## src/sv/rffd_pkg.sv

```systemverilog
`timescale 1ns / 1ps
`default_nettype none
// ----------------------------------------------------------------------------
// rffd_pkg
// Shared types and codes for the radio frame field deframer.
// ----------------------------------------------------------------------------
package rffd_pkg;

   // word classes produced by the front end
   localparam logic [1:0] CLS_DATA     = 2'd0;
   localparam logic [1:0] CLS_SIGNAL   = 2'd1;
   localparam logic [1:0] CLS_END      = 2'd2;
   localparam logic [1:0] CLS_LINE_ERR = 2'd3;

   // input kinds
   localparam logic [3:0] KIND_DATA       = 4'd0;
   localparam logic [3:0] KIND_SIGNAL     = 4'd1;
   localparam logic [3:0] KIND_END        = 4'd2;
   localparam logic [3:0] KIND_BAD_START  = 4'd3;
   localparam logic [3:0] KIND_BAD_STOP   = 4'd4;
   localparam logic [3:0] KIND_UNEXP_STRT = 4'd5;
   localparam logic [3:0] KIND_UNEXP_END  = 4'd6;
   localparam logic [3:0] KIND_MANCHESTER = 4'd7;

   // event codes
   localparam logic [2:0] EV_HEADER = 3'd0;
   localparam logic [2:0] EV_ADDR   = 3'd1;
   localparam logic [2:0] EV_CMD    = 3'd2;
   localparam logic [2:0] EV_LEN    = 3'd3;
   localparam logic [2:0] EV_BYTE   = 3'd4;
   localparam logic [2:0] EV_GOOD   = 3'd5;
   localparam logic [2:0] EV_ERROR  = 3'd6;
   localparam logic [2:0] EV_CLOSED = 3'd7;

   // error codes
   localparam logic [2:0] ERR_START_BIT  = 3'd0;
   localparam logic [2:0] ERR_STOP_BIT   = 3'd1;
   localparam logic [2:0] ERR_UNEXP_STRT = 3'd2;
   localparam logic [2:0] ERR_UNEXP_END  = 3'd3;
   localparam logic [2:0] ERR_MANCHESTER = 3'd4;
   localparam logic [2:0] ERR_PREMATURE  = 3'd5;
   localparam logic [2:0] ERR_EXTRA_DATA = 3'd6;
   localparam logic [2:0] ERR_CHECKSUM   = 3'd7;

   // header flag bits
   localparam logic [6:0] FLAG_INFO    = 7'h20;
   localparam logic [6:0] FLAG_REQUEST = 7'h08;
   localparam logic [6:0] FLAG_RESP    = 7'h10;

   localparam logic [1:0] MSG_INFO     = 2'd0;
   localparam logic [1:0] MSG_REQUEST  = 2'd1;
   localparam logic [1:0] MSG_RESPONSE = 2'd2;
   localparam logic [1:0] MSG_WRITE    = 2'd3;

   typedef struct packed {
      logic [1:0] cls;
      logic [2:0] code;
      logic [7:0] byte_value;
   } item_type;

   typedef struct packed {
      logic [2:0]  event_res;
      logic [1:0]  msg_type;
      logic [2:0]  addr_mask;
      logic [1:0]  param_mask;
      logic [7:0]  signal_level;
      logic [1:0]  slot;
      logic [23:0] value;
      logic [2:0]  error_code;
   } rsp_type;

   // header bits 5..2 to message flags (low three bits: addresses present)
   function automatic logic [6:0] type_flags(input logic [3:0] sel);
      logic [6:0] f;
      case (sel)
         4'h0:    f = 7'h0F;
         4'h1:    f = 7'h0C;
         4'h2:    f = 7'h0D;
         4'h3:    f = 7'h0B;
         4'h4:    f = 7'h27;
         4'h5:    f = 7'h24;
         4'h6:    f = 7'h25;
         4'h7:    f = 7'h23;
         4'h8:    f = 7'h47;
         4'h9:    f = 7'h44;
         4'hA:    f = 7'h45;
         4'hB:    f = 7'h43;
         4'hC:    f = 7'h17;
         4'hD:    f = 7'h14;
         4'hE:    f = 7'h15;
         default: f = 7'h13;
      endcase
      return f;
   endfunction

endpackage
`default_nettype wire

```

## src/sv/rffd_front.sv

```systemverilog
`timescale 1ns / 1ps
`default_nettype none
// ----------------------------------------------------------------------------
// rffd_front
// Classifies each incoming word into data, signal strength, end or line error.
// ----------------------------------------------------------------------------
module rffd_front import rffd_pkg::*; (
   input  wire logic [3:0] req_kind,
   input  wire logic [7:0] req_byte_value,
   output item_type        item
);

   always_comb begin
      item.byte_value = req_byte_value;
      item.cls        = CLS_LINE_ERR;
      item.code       = ERR_PREMATURE;
      case (req_kind)
         KIND_DATA:       item.cls  = CLS_DATA;
         KIND_SIGNAL:     item.cls  = CLS_SIGNAL;
         KIND_END:        item.cls  = CLS_END;
         KIND_BAD_START:  item.code = ERR_START_BIT;
         KIND_BAD_STOP:   item.code = ERR_STOP_BIT;
         KIND_UNEXP_STRT: item.code = ERR_UNEXP_STRT;
         KIND_UNEXP_END:  item.code = ERR_UNEXP_END;
         KIND_MANCHESTER: item.code = ERR_MANCHESTER;
         default:         item.code = ERR_PREMATURE;
      endcase
   end

endmodule
`default_nettype wire

```

## src/sv/rffd_queue.sv

```systemverilog
`timescale 1ns / 1ps
`default_nettype none
// ----------------------------------------------------------------------------
// rffd_queue
// Small fifo of classified words between the front end and the parser.
// ----------------------------------------------------------------------------
module rffd_queue import rffd_pkg::*; #(
   parameter int DEPTH = 4
) (
   input  wire logic     clock,
   input  wire logic     reset,
   input  wire logic     in_valid,
   output logic          in_ready,
   input  wire item_type in_item,
   output logic          out_valid,
   input  wire logic     out_ready,
   output item_type      out_item
);

   localparam int PTR_W = $clog2(DEPTH);
   localparam int CNT_W = $clog2(DEPTH + 1);

   item_type         entries_ff [DEPTH];
   logic [PTR_W-1:0] wr_ptr_ff, wr_ptr_in;
   logic [PTR_W-1:0] rd_ptr_ff, rd_ptr_in;
   logic [CNT_W-1:0] count_ff, count_in;
   logic             push, pop;

   assign in_ready  = (count_ff != CNT_W'(DEPTH));
   assign out_valid = (count_ff != '0);
   assign out_item  = entries_ff[rd_ptr_ff];
   assign push      = in_valid && in_ready;
   assign pop       = out_valid && out_ready;

   always_comb begin
      wr_ptr_in = wr_ptr_ff;
      rd_ptr_in = rd_ptr_ff;
      count_in  = count_ff;
      if (push) begin
         wr_ptr_in = (wr_ptr_ff == PTR_W'(DEPTH - 1)) ? '0 : wr_ptr_ff + 1'b1;
      end
      if (pop) begin
         rd_ptr_in = (rd_ptr_ff == PTR_W'(DEPTH - 1)) ? '0 : rd_ptr_ff + 1'b1;
      end
      if (push && !pop) begin
         count_in = count_ff + 1'b1;
      end else if (pop && !push) begin
         count_in = count_ff - 1'b1;
      end
   end

   always_ff @(posedge clock) begin
      if (reset) begin
         wr_ptr_ff <= '0;
         rd_ptr_ff <= '0;
         count_ff  <= '0;
      end else begin
         wr_ptr_ff <= wr_ptr_in;
         rd_ptr_ff <= rd_ptr_in;
         count_ff  <= count_in;
      end
   end

   always_ff @(posedge clock) begin
      if (push) begin
         entries_ff[wr_ptr_ff] <= in_item;
      end
   end

endmodule
`default_nettype wire

```

## src/sv/rffd_back.sv

```systemverilog
`timescale 1ns / 1ps
`default_nettype none
// ----------------------------------------------------------------------------
// rffd_back
// Frame parser: walks the frame fields one word a cycle unless stalled, and registers events.
// ----------------------------------------------------------------------------
module rffd_back import rffd_pkg::*; (
   input  wire logic     clock,
   input  wire logic     reset,
   input  wire logic     item_valid,
   output logic          item_ready,
   input  wire item_type item,
   output logic          rsp_valid,
   input  wire logic     rsp_ready,
   output rsp_type       rsp
);

   localparam logic [3:0] PH_HEADER  = 4'd0;
   localparam logic [3:0] PH_ADDR0   = 4'd1;
   localparam logic [3:0] PH_ADDR2   = 4'd3;
   localparam logic [3:0] PH_PARAM0  = 4'd4;
   localparam logic [3:0] PH_PARAM1  = 4'd5;
   localparam logic [3:0] PH_CMD     = 4'd6;
   localparam logic [3:0] PH_LEN     = 4'd7;
   localparam logic [3:0] PH_PAYLOAD = 4'd8;
   localparam logic [3:0] PH_CHECK   = 4'd9;
   localparam logic [3:0] PH_DONE    = 4'd10;
   localparam logic [3:0] PH_ERROR   = 4'd11;

   logic [3:0]  phase_ff, phase_in;
   logic [7:0]  sum_ff, sum_in;
   logic [7:0]  header_ff, header_in;
   logic [23:0] accum_ff, accum_in;
   logic [7:0]  count_ff, count_in;
   logic [7:0]  signal_ff, signal_in;
   logic        rsp_valid_ff, rsp_valid_in;
   rsp_type     rsp_ff, rsp_in;

   logic        pop;
   logic        fire;
   rsp_type     res;
   logic [6:0]  flags;
   logic [6:0]  hdr_flags;
   logic [3:0]  eff;
   logic [1:0]  slot_idx;
   logic [7:0]  sum_next;
   logic [7:0]  count_next;
   logic [23:0] addr_next;
   logic [15:0] cmd_next;
   logic [7:0]  b;

   assign item_ready = !rsp_valid_ff || rsp_ready;
   assign pop        = item_valid && item_ready;
   assign b          = item.byte_value;
   assign flags      = type_flags(header_ff[5:2]);
   assign hdr_flags  = type_flags(b[5:2]);
   assign sum_next   = sum_ff + b;
   assign count_next = count_ff + 1'b1;
   assign addr_next  = {accum_ff[15:0], b};
   assign cmd_next   = {accum_ff[7:0], b};

   // resolve the field this data word lands in, skipping absent sections
   always_comb begin
      eff = phase_ff;
      for (int i = 0; i < 3; i++) begin
         if (eff inside {[PH_ADDR0:PH_ADDR2]} && !flags[2'(eff - PH_ADDR0)]) begin
            eff = eff + 1'b1;
         end
      end
      if (eff == PH_PARAM0 && !header_ff[1]) begin
         eff = PH_PARAM1;
      end
      if (eff == PH_PARAM1 && !header_ff[0]) begin
         eff = PH_CMD;
      end
      if (eff == PH_PAYLOAD && count_ff == '0) begin
         eff = PH_CHECK;
      end
   end

   assign slot_idx = 2'(eff - PH_ADDR0);

   always_comb begin
      phase_in  = phase_ff;
      sum_in    = sum_ff;
      header_in = header_ff;
      accum_in  = accum_ff;
      count_in  = count_ff;
      signal_in = signal_ff;
      res       = '0;
      fire      = 1'b0;
      if (pop) begin
         case (item.cls)
            CLS_SIGNAL: begin
               signal_in = b;
            end
            default: begin
               if (phase_ff == PH_ERROR) begin
                  if (item.cls == CLS_END) begin
                     phase_in      = PH_HEADER;
                     res.event_res = EV_CLOSED;
                     fire          = 1'b1;
                  end
               end else if (item.cls != CLS_DATA) begin
                  fire = 1'b1;
                  if (phase_ff == PH_DONE && item.cls == CLS_END) begin
                     phase_in      = PH_HEADER;
                     res.event_res = EV_CLOSED;
                  end else begin
                     phase_in       = PH_ERROR;
                     res.event_res  = EV_ERROR;
                     res.error_code = item.code;
                  end
               end else if (phase_ff == PH_DONE) begin
                  fire           = 1'b1;
                  phase_in       = PH_ERROR;
                  res.event_res  = EV_ERROR;
                  res.error_code = ERR_EXTRA_DATA;
               end else if (phase_ff == PH_HEADER) begin
                  fire             = 1'b1;
                  sum_in           = b;
                  header_in        = b;
                  phase_in         = PH_ADDR0;
                  count_in         = '0;
                  accum_in         = '0;
                  res.event_res    = EV_HEADER;
                  res.addr_mask    = hdr_flags[2:0];
                  res.param_mask   = b[1:0];
                  res.signal_level = signal_ff;
                  if ((hdr_flags & FLAG_INFO) != '0) begin
                     res.msg_type = MSG_INFO;
                  end else if ((hdr_flags & FLAG_REQUEST) != '0) begin
                     res.msg_type = MSG_REQUEST;
                  end else if ((hdr_flags & FLAG_RESP) != '0) begin
                     res.msg_type = MSG_RESPONSE;
                  end else begin
                     res.msg_type = MSG_WRITE;
                  end
               end else begin
                  sum_in   = sum_next;
                  phase_in = eff;
                  if (eff inside {[PH_ADDR0:PH_ADDR2]}) begin
                     accum_in = addr_next;
                     count_in = count_next;
                     if (count_next == 8'd3) begin
                        fire          = 1'b1;
                        res.event_res = EV_ADDR;
                        res.slot      = slot_idx;
                        res.value     = addr_next;
                        phase_in      = eff + 1'b1;
                        count_in      = '0;
                        accum_in      = '0;
                     end
                  end else if (eff == PH_PARAM0) begin
                     phase_in = PH_PARAM1;
                  end else if (eff == PH_PARAM1) begin
                     phase_in = PH_CMD;
                  end else if (eff == PH_CMD) begin
                     accum_in = {8'd0, cmd_next};
                     count_in = count_next;
                     if (count_next == 8'd2) begin
                        fire          = 1'b1;
                        res.event_res = EV_CMD;
                        res.value     = {8'd0, cmd_next};
                        phase_in      = PH_LEN;
                        count_in      = '0;
                        accum_in      = '0;
                     end
                  end else if (eff == PH_LEN) begin
                     fire          = 1'b1;
                     count_in      = b;
                     phase_in      = PH_PAYLOAD;
                     res.event_res = EV_LEN;
                     res.value     = {16'd0, b};
                  end else if (eff == PH_PAYLOAD) begin
                     fire          = 1'b1;
                     count_in      = count_ff - 1'b1;
                     res.event_res = EV_BYTE;
                     res.value     = {16'd0, b};
                  end else begin
                     // checksum word: the whole frame must sum to zero
                     fire = 1'b1;
                     if (sum_next != '0) begin
                        phase_in       = PH_ERROR;
                        res.event_res  = EV_ERROR;
                        res.error_code = ERR_CHECKSUM;
                     end else begin
                        phase_in      = PH_DONE;
                        res.event_res = EV_GOOD;
                     end
                  end
               end
            end
         endcase
      end
   end

   always_comb begin
      rsp_valid_in = rsp_valid_ff;
      rsp_in       = rsp_ff;
      if (item_ready) begin
         rsp_valid_in = fire;
         rsp_in       = res;
      end
   end

   always_ff @(posedge clock) begin
      if (reset) begin
         phase_ff     <= PH_HEADER;
         sum_ff       <= '0;
         header_ff    <= '0;
         accum_ff     <= '0;
         count_ff     <= '0;
         signal_ff    <= '0;
         rsp_valid_ff <= 1'b0;
      end else begin
         phase_ff     <= phase_in;
         sum_ff       <= sum_in;
         header_ff    <= header_in;
         accum_ff     <= accum_in;
         count_ff     <= count_in;
         signal_ff    <= signal_in;
         rsp_valid_ff <= rsp_valid_in;
      end
   end

   always_ff @(posedge clock) begin
      rsp_ff <= rsp_in;
   end

   assign rsp_valid = rsp_valid_ff;
   assign rsp       = rsp_ff;

endmodule
`default_nettype wire

```

## src/sv/radio_frame_field_deframer.sv

```systemverilog
`timescale 1ns / 1ps
`default_nettype none
// ----------------------------------------------------------------------------
// radio_frame_field_deframer
// Parses decoded radio words into header, address, command, length, payload,
// frame good, error and frame closed events.
// ----------------------------------------------------------------------------
// Takes one word per clock while req_ready is high and gives at most one event
// per word. A front end classifies each word and pushes it into a
// QUEUE_DEPTH-entry fifo; the parser behind it handles one word per clock
// unless its held event is stalled, and registers its event in an output
// register, so a word passes a fifo entry and its event the output register.
// Throughput stays at one word per clock while rsp_ready is high. When the
// result side stalls, the fifo absorbs up to QUEUE_DEPTH words before req_ready
// drops. After any error, words are dropped until an end of frame.
// ----------------------------------------------------------------------------
module radio_frame_field_deframer import rffd_pkg::*; #(
   parameter int QUEUE_DEPTH = 4
) (
   input  wire logic        clock,
   input  wire logic        reset,
   input  wire logic        req_valid,
   output logic             req_ready,
   input  wire logic [3:0]  req_kind,
   input  wire logic [7:0]  req_byte_value,
   output logic             rsp_valid,
   input  wire logic        rsp_ready,
   output logic [2:0]       rsp_event_res,
   output logic [1:0]       rsp_msg_type,
   output logic [2:0]       rsp_addr_mask,
   output logic [1:0]       rsp_param_mask,
   output logic [7:0]       rsp_signal_level,
   output logic [1:0]       rsp_slot,
   output logic [23:0]      rsp_value,
   output logic [2:0]       rsp_error_code
);

   item_type front_item;
   item_type head_item;
   logic     head_valid;
   logic     head_ready;
   rsp_type  rsp;

   rffd_front u_front (
      .req_kind       (req_kind),
      .req_byte_value (req_byte_value),
      .item           (front_item)
   );

   rffd_queue #(
      .DEPTH (QUEUE_DEPTH)
   ) u_queue (
      .clock     (clock),
      .reset     (reset),
      .in_valid  (req_valid),
      .in_ready  (req_ready),
      .in_item   (front_item),
      .out_valid (head_valid),
      .out_ready (head_ready),
      .out_item  (head_item)
   );

   rffd_back u_back (
      .clock      (clock),
      .reset      (reset),
      .item_valid (head_valid),
      .item_ready (head_ready),
      .item       (head_item),
      .rsp_valid  (rsp_valid),
      .rsp_ready  (rsp_ready),
      .rsp        (rsp)
   );

   assign rsp_event_res    = rsp.event_res;
   assign rsp_msg_type     = rsp.msg_type;
   assign rsp_addr_mask    = rsp.addr_mask;
   assign rsp_param_mask   = rsp.param_mask;
   assign rsp_signal_level = rsp.signal_level;
   assign rsp_slot         = rsp.slot;
   assign rsp_value        = rsp.value;
   assign rsp_error_code   = rsp.error_code;

   // header fields only travel with a header event
   a_header_fields_zero: assert property (@(posedge clock) disable iff (reset)
      rsp_valid && rsp_event_res != EV_HEADER |->
         rsp_msg_type == '0 && rsp_addr_mask == '0 && rsp_param_mask == '0 &&
         rsp_signal_level == '0)
      else $error("header fields set on a non-header event");

   a_error_code_only_on_error: assert property (@(posedge clock) disable iff (reset)
      rsp_valid && rsp_event_res != EV_ERROR |-> rsp_error_code == '0)
      else $error("error code set on a non-error event");

   a_slot_in_range: assert property (@(posedge clock) disable iff (reset)
      rsp_valid && rsp_event_res == EV_ADDR |-> rsp_slot != 2'd3)
      else $error("address slot out of range");

   // events without a value field carry zero there
   a_value_zero: assert property (@(posedge clock) disable iff (reset)
      rsp_valid && (rsp_event_res == EV_HEADER || rsp_event_res == EV_GOOD ||
                    rsp_event_res == EV_ERROR || rsp_event_res == EV_CLOSED)
         |-> rsp_value == '0)
      else $error("value set on an event without one");

endmodule
`default_nettype wire

```

## config.mk

```make
export PLATFORM = sky130hd
export DESIGN_NAME = radio_frame_field_deframer
export DESIGN_NICKNAME = d
export VERILOG_FILES = /design/src/sv/rffd_pkg.sv /design/src/sv/rffd_front.sv /design/src/sv/rffd_queue.sv /design/src/sv/rffd_back.sv /design/src/sv/radio_frame_field_deframer.sv
export SDC_FILE = /design/constraint.sdc
export NUM_CORES = 1
export LEC_CHECK = 0
export BUFFER_PORTS_ARGS = -buffer_cell sky130_fd_sc_hd__buf_2
export CAP_MARGIN = 0
export CORE_MARGIN = 5
export CORE_UTILIZATION = 40
export CTS_CLUSTER_DIAMETER = 150
export DETAILED_ROUTE_END_ITERATION = 10
export PLACE_DENSITY = 0.55
export REMOVE_ABC_BUFFERS = 1
export SLEW_MARGIN = 20
export SYNTH_ARGS = -nofsm -noshare
export SYNTH_HDL_FRONTEND = slang
export SYNTH_SLANG_ARGS = --single-unit
```

## constraint.sdc

```tcl
create_clock -name clock -period 7.4 [get_ports clock]
set_clock_uncertainty 0.05 [all_clocks]
set_input_delay 1.11 -clock clock [delete_from_list [all_inputs] [get_ports clock]]
set_output_delay 1.11 -clock clock [all_outputs]
set_load 0.02 [all_outputs]
```

**Word level (Yosys, flattened, before mapping)**

Memories as Yosys holds them, arrays and structs flattened. A register that Yosys moved wholly into a read port is not among the register bits.
Index checks and enable logic that the tools add are counted.

- Memories kept: 3
- Flip-flop bits (word level): 105
- Latch bits: 0
- Memory bits (writable): 52
- Word-level logic and storage cells: 232
- Input port bits: 16
- Bits in read-only memories: 224
- Output and inout bits: 49

- Shifts and indexed selects: 0
- Equal/unequal tests: 27
- $mul: 0
- Div/mod/pow operators: 0
- Add/sub/neg operators: 15
- Multiplexer cells: 103
- Reductions and logical operators: 46
- Bitwise gates (word level): 8
- Order comparisons: 11

Memory list:

| name | words | bits a word | read ports | clocked after Yosys merged registers in | write ports | line | source |
|---|---|---|---|---|---|---|---|
| (name not given) | 16 | 7 | 1 | 0 | 0 | rffd_pkg.sv:75 | `case (sel)` |
| (name not given) | 16 | 7 | 1 | 1 | 0 | rffd_pkg.sv:75 |  |
| u_queue.entries_ff | 4 | 13 | 1 | 1 | 1 | rffd_queue.sv:23 | `item_type entries_ff [DEPTH];` |

Operators by type and width:

| operator | count |
|---|---|
| 2-to-1 mux 16 bit | 8 |
| 2-to-1 mux 8 bit | 12 |
| 2-to-1 mux 4 bit | 22 |
| 2-to-1 mux 24 bit | 3 |
| 2-to-1 mux 3 bit | 21 |
| 2-to-1 mux 27 bit | 2 |
| == test 4 x 3 -> 1 bit, second input constant | 10 |
| 2-to-1 mux 1 bit | 23 |
| adder 4 x 1 -> 4 bit, second input constant | 4 |
| == test 4 bit, second input constant | 4 |
| == test 8 x 2 -> 1 bit, second input constant | 2 |
| greater-or-equal comparator 4 x 1 -> 1 bit, second input constant | 4 |
| less-or-equal comparator 4 x 2 -> 1 bit, second input constant | 4 |
| AND reduction 8 bit | 2 |
| OR reduction 8 bit | 2 |
| logical AND 1 bit | 15 |
| case mux 3 bit (5 select lines) | 1 |
| 2-to-1 mux 2 bit | 7 |
| < comparator 2 x 4 -> 1 bit, second input constant | 3 |
| OR reduction 6 bit | 2 |
| adder 8 x 1 -> 8 bit, second input constant | 1 |
| adder 8 bit | 1 |
| == test 4 x 2 -> 1 bit, second input constant | 2 |
| logical NOT 1 bit | 8 |
| 28 further kinds | 47 |

**Depth between registers and ports, before layout**

Gate-level depths: netlist of the first run.

- Depth in word-level cells: 38
- Depth in mapped cells: 25
- Mapped depth without buffers: 22

**Hierarchy**

Synthesis of the first run repeated with hierarchy kept, for this count alone.

- Cells, all modules: 735
- Area total of the unflattened synthesis: 8274.2 um2

By module, submodules not included:

| module | seq. area each (um2) | cells an instance | times used | area an instance (um2) |
|---|---|---|---|---|
| rffd_back | 2512.4 | 602 | 1 | 5801.8 |
| rffd_queue | 1741.7 | 115 | 1 | 2349.8 |
| rffd_front | 0.0 | 18 | 1 | 122.6 |

**Least setup slack after synthesis of the first run**

OpenSTA, ideal clock, no wires.

- Path type: reg-to-reg
- Start point: register u_back.phase_ff[0]
- End point: register u_back.rsp_ff, in the netlist u_back.rsp[11] (data pin)
- Arrival time: 5.558 ns
- Library setup time: 0.255 ns
- Stages on the path, launching flop included: 25
- Slack: 1.537 ns
- Clock period less this slack: 5.863 ns
- Path buffers: 3
- Required time: 7.095 ns
- Cell sequence: dfxtp_1 buf_4 inv_2 ha_1 buf_4 mux2_4 nor4_4 nor2_2 inv_1 ha_1 mux2i_1 nor3_1 nor4_1 mux2i_1 ha_1 mux2_2 or3_1 o211ai_1 o21ai_1 a211oi_2 nor2_2 o31a_1 buf_4 and3_1 and2_1

- Word-level cells in the longest chain between the ends: 32
- Elaborated cells on any way between the ends: 53
- Those cells by class: add/sub: 6; order compare: 8; eq/ne: 8; mux: 16; reduce/logical: 15

RTL lines:

| item | line | source |
|---|---|---|
| start: declaration | rffd_back.sv:30 | `logic [3:0] phase_ff, phase_in;` |
| start signal: assignment | rffd_back.sv:217 | `phase_ff <= phase_in;` |
| subtractor 2 x 1 -> 2 bit | rffd_back.sv:66 | `if (eff inside {[PH_ADDR0:PH_ADDR2]} && !flags[2'(eff - PH_ADDR0)]) begin` |
| binary-select mux 1 bit (select 2 bit) | rffd_back.sv:66 |  |
| 2-to-1 mux 1 bit (not written as such) | rffd_back.sv:66 |  |
| logical NOT 1 bit | rffd_back.sv:66 |  |
| logical AND 1 bit | rffd_back.sv:66 |  |
| 2-to-1 mux 4 bit | rffd_back.sv:66 |  |
| subtractor 2 x 1 -> 2 bit | rffd_back.sv:66 |  |
| binary-select mux 1 bit (select 2 bit) | rffd_back.sv:66 |  |
| [... 16 more ...] | - |  |
| == test 4 bit | rffd_back.sv:76 | `if (eff == PH_PAYLOAD && count_ff == '0) begin` |
| logical AND 1 bit | rffd_back.sv:76 |  |
| 2-to-1 mux 4 bit | rffd_back.sv:76 |  |
| == test 4 x 3 -> 1 bit | rffd_back.sv:158 | `end else if (eff == PH_CMD) begin` |
| 2-to-1 mux 24 bit | rffd_back.sv:158 |  |
| 2-to-1 mux 27 bit | rffd_back.sv:156 | `end else if (eff == PH_PARAM1) begin` |
| 2-to-1 mux 27 bit | rffd_back.sv:154 | `end else if (eff == PH_PARAM0) begin` |
| 2-to-1 mux 24 bit | rffd_back.sv:142 | `if (eff inside {[PH_ADDR0:PH_ADDR2]}) begin` |
| end signal: assignment | rffd_back.sv:228 | `rsp_ff <= rsp_in;` |
| end: declaration | rffd_back.sv:37 | `rsp_type rsp_ff, rsp_in;` |

Parallel ways exist; a longest one is shown, timed or not. The select of a mux whose other input is x is not followed.
A chain may end at the register's enable or synchronous reset.

**Worst setup path in the final report of the first run**

- Start point: register u_back.phase_ff[0]
- End point: register u_back.count_ff[3]

- Word-level cells in the longest chain between the ends: 34
- Elaborated cells on any way between the ends: 62
- Those cells by class: add/sub: 6; order compare: 8; eq/ne: 12; mux: 18; bitwise: 2; reduce/logical: 16

RTL lines:

| item | line | source |
|---|---|---|
| subtractor 2 x 1 -> 2 bit | rffd_back.sv:66 |  |
| binary-select mux 1 bit (select 2 bit) | rffd_back.sv:66 |  |
| 2-to-1 mux 1 bit (not written as such) | rffd_back.sv:66 |  |
| logical NOT 1 bit | rffd_back.sv:66 |  |
| logical AND 1 bit | rffd_back.sv:66 |  |
| 2-to-1 mux 4 bit | rffd_back.sv:66 |  |
| subtractor 2 x 1 -> 2 bit | rffd_back.sv:66 |  |
| binary-select mux 1 bit (select 2 bit) | rffd_back.sv:66 |  |
| [... 18 more ...] | - |  |
| 2-to-1 mux 4 bit | rffd_back.sv:76 |  |
| == test 4 x 3 -> 1 bit | rffd_back.sv:169 | `end else if (eff == PH_LEN) begin` |
| 2-to-1 mux 8 bit | rffd_back.sv:169 |  |
| 2-to-1 mux 8 bit | rffd_back.sv:158 |  |
| 2-to-1 mux 8 bit | rffd_back.sv:156 |  |
| 2-to-1 mux 8 bit | rffd_back.sv:154 |  |
| 2-to-1 mux 8 bit | rffd_back.sv:142 |  |
| 2-to-1 mux 8 bit | rffd_back.sv:119 | `end else if (phase_ff == PH_HEADER) begin` |
| end signal: assignment | rffd_back.sv:221 | `count_ff <= count_in;` |
| end: declaration | rffd_back.sv:34 | `logic [7:0] count_ff, count_in;` |

Parallel ways exist; a longest one is shown, timed or not. The select of a mux whose other input is x is not followed.

==> results of run 1 <==
## per-stage QoR
| step | hold slack [ns] | total power, mW |
|---|---|---|
| floorplan | 0.383 | 2.38 |
| global placement | 0.399 | 2.89 |
| detailed placement | 0.417 | 2.92 |
| CTS | 0.430 | 3.76 |
| global route | 0.462 | 3.98 |
| finish | 0.433 | 3.75 |
## power by group
| part | switching, mW | total (mW) | internal [mW] |
|---|---|---|---|
| clock network | 0.374 | 0.843 | 0.469 |
| registers | 0.111 | 1.24 | 1.13 |
| logic | 1.09 | 1.67 | 0.572 |
## what timing repair did
action | in CTS | in global routing
setup endpoints to repair | 0 | 25
hold endpoints to repair | 0 | 0
gates resized for setup | 0 | 2
buffers inserted | 0 | 0
## cells in the final DEF (no fill, tap or decap), types with 6 or more instances in the layout
master	synthesis	layout
a211oi_1	11	11
a21oi_1	29	29
a311oi_1	6	6
a31oi_1	9	9
and2_1	11	11
and3_1	22	22
buf_2	0	64
buf_4	4	9
clkbuf_16	0	17
dfxtp_1	64	64
edfxtp_1	99	99
ha_1	29	29
inv_1	55	55
mux2i_1	22	21
mux4_2	12	12
nand2_1	53	53
nand2b_1	9	8
nand3_1	19	19
nand4_1	6	6
nor2_1	80	80
nor3_1	17	17
nor4_1	15	15
o211ai_1	9	9
o21ai_0	22	22
o32ai_1	11	11
o32ai_2	10	10
or3_1	7	7
xnor2_1	14	14
xor2_1	7	7
## registers in the layout, indices dropped and copies added, names as in the netlist, named ones only
name                flops
u_back.phase_ff         4
u_back.count_ff         8
u_back.flags            4
u_back.accum_ff        16
u_queue.rd_ptr_ff       2
u_queue.entries_ff     52
u_back.rsp_valid        1
u_queue.wr_ptr_ff       2
u_back.sum_ff           8
u_back.rsp             47
u_back.header_ff        6
u_queue.count_ff        3
u_back.signal_ff        8
## per-layer routing
metal | routed length, µm | vias to the layer above | global-route usage, %
met2 | 10500 | 211 | 30.2
met1 | 9610 | 3097 | 23.9
met3 | 1120 | 38 | 3.52
li1 | - | 2978 | -
met5 | 0 | - | 0
met4 | 367 | 0 | 5.05
## worst reg2reg max path: stages, from the launching register on
cell and delay (ns):
dfxtp_1 0.60, inv_2 0.13, ha_1 0.47, mux2i_1 0.23
a31oi_1 0.16, nor2_2 0.26, inv_1 0.16, ha_1 0.36
mux2i_1 0.33, nor3_1 0.11, nor4_1 0.42, mux2i_2 0.40
ha_1 0.36, mux2_2 0.34, or3_1 0.31, o211ai_1 0.28
o21ai_0 0.26, and3_1 0.31, o31ai_1 0.44, o21a_1 0.30
o21a_1 0.37, o32ai_1 0.13
## path summary, 6_finish.rpt
path / to / slack, ns / cells after the start
worst min register to register: u_back.header_ff[4] / 0.43 / 2
worst min-delay path: u_back.header_ff[4] / 0.43 / 2
worst max register to register: u_back.count_ff[3] / 0.45 / 21
worst max-delay path: u_back.count_ff[3] / 0.45 / 21
## area by class of cell
class / instances / area share (%)
Multi-Input combinational cell: 517 / 39.5
Tap cell: 270 / 3.55
Clock buffer: 19 / 4.55
Inverter: 56 / 2.21
Clock inverter: 13 / 1.36
Timing Repair Buffer: 73 / 4.08
Sequential cell: 163 / 44.7
## kinds of logic (layout without fill, tap and decap cells)
logic type	after synthesis	after routing	share of synthesized area [%]
and+or+nand+nor	259	259	15.6
buffers and inverters	86	161	4.14
DFF	163	163	51.0
AOI/OAI and AO/OA	167	167	15.6
adders and majority gates	31	31	4.83
xor gates and xnor gates	21	21	2.20
muxes	39	39	6.59
==> run_results.csv, run 1 <==
group,metric,value,unit
status,status,"completed",
final_layout,multi_input_area,3760,µm²
critical_path,critPathMaxStageDelay,0.60,ns
worst_hold_path,hp-class,"reg2reg",
final_layout,n_fill_cell,1883,
synthesis,synth_cells,766,
critical_path,cp-start-kind,"flip-flop",
pwr,peakVddDrop,186,µV
route,drt_iter0_drc,423,
critical_path,worst_path_max_delay_cell,"dfxtp_1",
timing,hold_viol_final,0,
grt,antenna_found_initial,0,
cts,numCtsBuffers,17,
die,io_pins,65,
critical_path,crit_start,"u_back.phase_ff[0]",
timing,setup_viol,0,
final_layout,final_util,46.7,%
grt,grt_pass1_vias,6212,
route,vias_per_cell,5.69,
synthesis,synth_edf_count,99,
critical_path,path_common_cell,"ha_1",
run,drv_cap,0,
pwr,p_per_area,394,nW/µm²
cts,root_buffer,"clkbuf_16",
timing,worstMarginPinSlew,0.943,ns
grt,grt_start_max_net_pins,59,
final_layout,nets,875,
timing,finalMaxSlewViolations,0,
grt,overflow,0,
timing,tns,0,ns
critical_path,path_class,"reg2reg",
route,drt_first_pass_iters,6,
synthesis,synth_area,8350,µm²
die,rows,52,
synthesis,seq_area_frac_synth,51.0,%
synthesis,synth_ff_type,"edfxtp_1",
synthesis,synth_top_cell_area_share,35.6,%
route,vias,6324,
synthesis,yosysMostFrequentCell,"edfxtp_1",
synthesis,ys_seq_elements,163,
synthesis,synth_common_cells,"edfxtp_1 (99), nor2_1 (80), dfxtp_1 (64), inv_1 (55), nand2_1 (53)",
placement,dp_hpwl,15500,µm
placement,place_area,8940,µm²
route,wl_per_cell,19.4,µm
critical_path,r2r-start,"u_back.phase_ff[0]",
timing,setup_slack,0.453,ns
synthesis,netlist_top_cells_area,"edfxtp_1 (36%), dfxtp_1 (15%), ha_1 (4.3%)",
route,antenna_left,0,
timing,rsz0062_at_grt,"false",
final_layout,seq_area,4250,µm²
synthesis,ys_async_sr_fraction,0,%
critical_path,cp_cell_sequence,"inv_2, ha_1, mux2i_1, a31oi_1, nor2_2, inv_1, ha_1, mux2i_1, nor3_1, nor4_1, mux2i_2, ha_1, mux2_2, or3_1, o211ai_1, o21ai_0, and3_1, o31ai_1, o21a_1, o21a_1, o32ai_1",
critical_path,setup.worst_path.end_class,"flip-flop",
synthesis,synth_warnings,0,
timing,post-route-period-util,93.9,%
critical_path,crit_family,"compound AO/OA/AOI/OAI gates",
final_layout,instances_no_fill,1111,
timing,fmax,144,MHz
final_layout,diodes,0,
final_layout,finalInstanceArea,9510,µm²
cts,htree_levels,4,
critical_path,required,7.62,ns
critical_path,path_buf_inv,2,
timing,finalCriticalPeriod,6.95,ns
synthesis,synthDistinctLibCells,78,
grt,grt_usage,18.0,%
pwr,p_leak,3.67,nW
die,core-area,20400,µm²
critical_path,crit_arrival,7.17,ns
cts,insertion_delay,0.42,ns
cts,clk_path_buf_depth,2,
cts,cts_tree,"yes",
die,dieArea,23900,µm²
die,die_width,154,µm
final_layout,layout-drive-gt1-share,19.3,%
grt,grt_first_pass_wirelength,33900,µm
die,die_h,154,µm
route,drt_wl_total,21600,µm
placement,gp_congestion,0.912,
worst_hold_path,min_from,"u_back.header_ff[4]",
cts,clock-sinks,163,
cts,cts.clk_slew.worst_paths,0.07,ns
cts,cts_hold_repair.buffers,0,
route,route.detailed.drc,0,
final_layout,syn_to_final_growth,13.9,%
die,initial_core_util,41.0,%
synthesis,syn_avg_cell_area,10.9,µm²
placement,dp_cells,1079,
placement,place_ws,0.441,ns
placement,port_buffers,64,
synthesis,yosysTopAreaCell,"edfxtp_1",
timing,slew_headroom,36.5,%
critical_path,cp_max_fo,10,
Power figures use the tool's default switching activity.
==> inputs of run 2 (changes only) <==
- CAP_MARGIN: 0 -> unset
- CTS_BUF_LIST: unset -> sky130_fd_sc_hd__clkbuf_4 sky130_fd_sc_hd__clkbuf_8
==> run_results.csv, run 2 (synthesized netlist as in run 1, its figures left out) <==
group,metric,value,unit
cts,cts_tree,"yes",
run,drv_cap,0,
worst_hold_path,whs_endpoint,"u_back.header_ff[4]",
critical_path,crit_family,"compound AO/OA/AOI/OAI gates",
timing,tns,0,ns
cts,htree_levels,4,
cts,clk_path_buf_depth,2,
critical_path,cp_max_fo,10,
pwr,peakVddDrop,157,µV
grt,overflow,0,
grt,grt_pass1_vias,6239,
final_layout,top_register,"u_queue.entries_ff",
die,die_width,154,µm
route,vias,6308,
critical_path,required,7.65,ns
die,io_pins,65,
critical_path,r2r_cells,21,
cts,insertion_delay,0.45,ns
die,dieArea,23900,µm²
critical_path,setup.worst_path.end_class,"flip-flop",
timing,rsz0062_at_grt,"false",
final_layout,final_cell_mix,"edfxtp_1 (99), nor2_1 (80), dfxtp_1 (64), buf_2 (64), inv_1 (55)",
final_layout,layout-drive-gt1-share,19.5,%
critical_path,r2r-end,"u_back.count_ff[3]",
cts,cts_hold_repair.buffers,0,
placement,gp_congestion,0.912,
timing,slew_headroom,34.8,%
die,initial_core_util,41.0,%
status,status,"completed",
timing,setup_slack,0.427,ns
final_layout,final_util,45.8,%
route,drt_iter0_drc,387,
critical_path,path_buf_inv,2,
critical_path,worst_path_max_delay_cell,"dfxtp_1",
cts,cts_setup_buffers,0,
final_layout,nets,875,
critical_path,crit_arrival,7.23,ns
timing,worstMarginPinSlew,0.967,ns
critical_path,critPathMaxStageDelay,0.60,ns
cts,numCtsBuffers,17,
grt,grt_first_pass_wirelength,33900,µm
critical_path,path_class,"reg2reg",
cts,root_buffer,"clkbuf_8",
timing,hold_viol_final,0,
cts,clock-sinks,163,
route,route.detailed.drc,0,
final_layout,syn_to_final_growth,11.7,%
placement,port_buffers,64,
critical_path,cp_cell_sequence,"inv_2, ha_1, mux2i_1, a31oi_1, nor2_2, inv_1, ha_1, mux2i_1, nor3_1, nor4_1, mux2i_2, ha_1, mux2_2, or3_1, o211ai_1, o21ai_0, and3_1, o31ai_1, o21a_1, o21a_1, o32ai_1",
worst_hold_path,min_from,"u_back.header_ff[4]",
timing,post-route-period-util,94.2,%
placement,dp_hpwl,15500,µm
route,vias_per_cell,5.68,
die,core-area,20400,µm²
timing,fmax,143,MHz
timing,setup_viol,0,
worst_hold_path,hp-class,"reg2reg",
placement,dp_cells,1079,
pwr,p_per_area,378,nW/µm²
critical_path,r2r-start,"u_back.phase_ff[0]",
grt,grt_start_max_net_pins,59,
placement,place_ws,0.441,ns
final_layout,diodes,0,
final_layout,largest_register_ffs,52,
final_layout,mostFrequentLayoutCell,"edfxtp_1",
timing,fin_hold_ws,0.432,ns
die,rows,52,
critical_path,cp-start-kind,"flip-flop",
die,die_h,154,µm
grt,grt_usage,18.0,%
critical_path,path_common_cell,"ha_1",
pwr,p_leak,3.59,nW
timing,finalCriticalPeriod,6.97,ns
grt,antenna_found_initial,0,
cts,cts.clk_slew.worst_paths,0.09,ns
route,wl_per_cell,19.4,µm
timing,finalMaxSlewViolations,0,
critical_path,regToRegSetupSlack,0.43,ns
worst_hold_path,min_path_cells,2,
cts,cts_resized,0,
final_layout,instances_no_fill,1111,
route,antenna_left,0,
route,drt_first_pass_iters,6,
route,drt_wl_total,21600,µm
## run 2: power by group
group	total [mW]	switching [mW]	internal (mW)	leakage [nW]
registers	1.24	0.111	1.13	1.54
logic	1.66	1.09	0.572	1.87
clock network	0.626	0.347	0.279	0.187
total	3.53	1.55	1.98	3.59
## run 2: how the worst max path moves through the flow
stage | slack [ns] | depth (start not counted) | to | startpoint
floorplan | 1.34 | 20 | u_back.rsp[11] | u_back.phase_ff[0]
global placement | 0.77 | 21 | u_back.rsp[15] | u_back.phase_ff[0]
detailed placement | 0.44 | 21 | u_back.rsp[11] | u_back.phase_ff[0]
CTS | 0.42 | 21 | u_back.rsp[17] | u_back.phase_ff[0]
global route | 0.03 | 21 | u_back.count_ff[3] | u_back.phase_ff[0]
finish | 0.43 | 21 | u_back.count_ff[3] | u_back.phase_ff[0]
## run 2: cell type report
cell class,count,area [µm²]
Sequential cell,163,4250
Inverter,56,210
Tap cell,270,338
Fill cell,1914,11000
Clock inverter,13,129
Multi-Input combinational cell,517,3760
Timing Repair Buffer,73,388
Clock buffer,19,249
## run 2: tightest hold or removal path, cell delays in order (launching register included)
cell     delay [ns]
dfxtp_1        0.31
nand2_1        0.05
a21oi_1        0.07
## run 2: layer usage
| metal | vias to the layer above | track usage, % | part of all wire (%) |
|---|---|---|---|
| met1 | 3073 | 23.6 | 44 |
| met3 | 29 | 3.80 | 5.9 |
| li1 | 2973 | - | - |
| met4 | 0 | 5.38 | 1.7 |
| met5 | - | 0 | 0 |
| met2 | 233 | 30.2 | 49 |
## run 2: metrics by stage
step,power [mW],cell area (µm²)
after global routing,3.76,9330
after CTS,3.54,9320
final,3.53,9330
after floorplan,2.38,8210
after global placement,2.89,8940
after detailed placement,2.92,8940
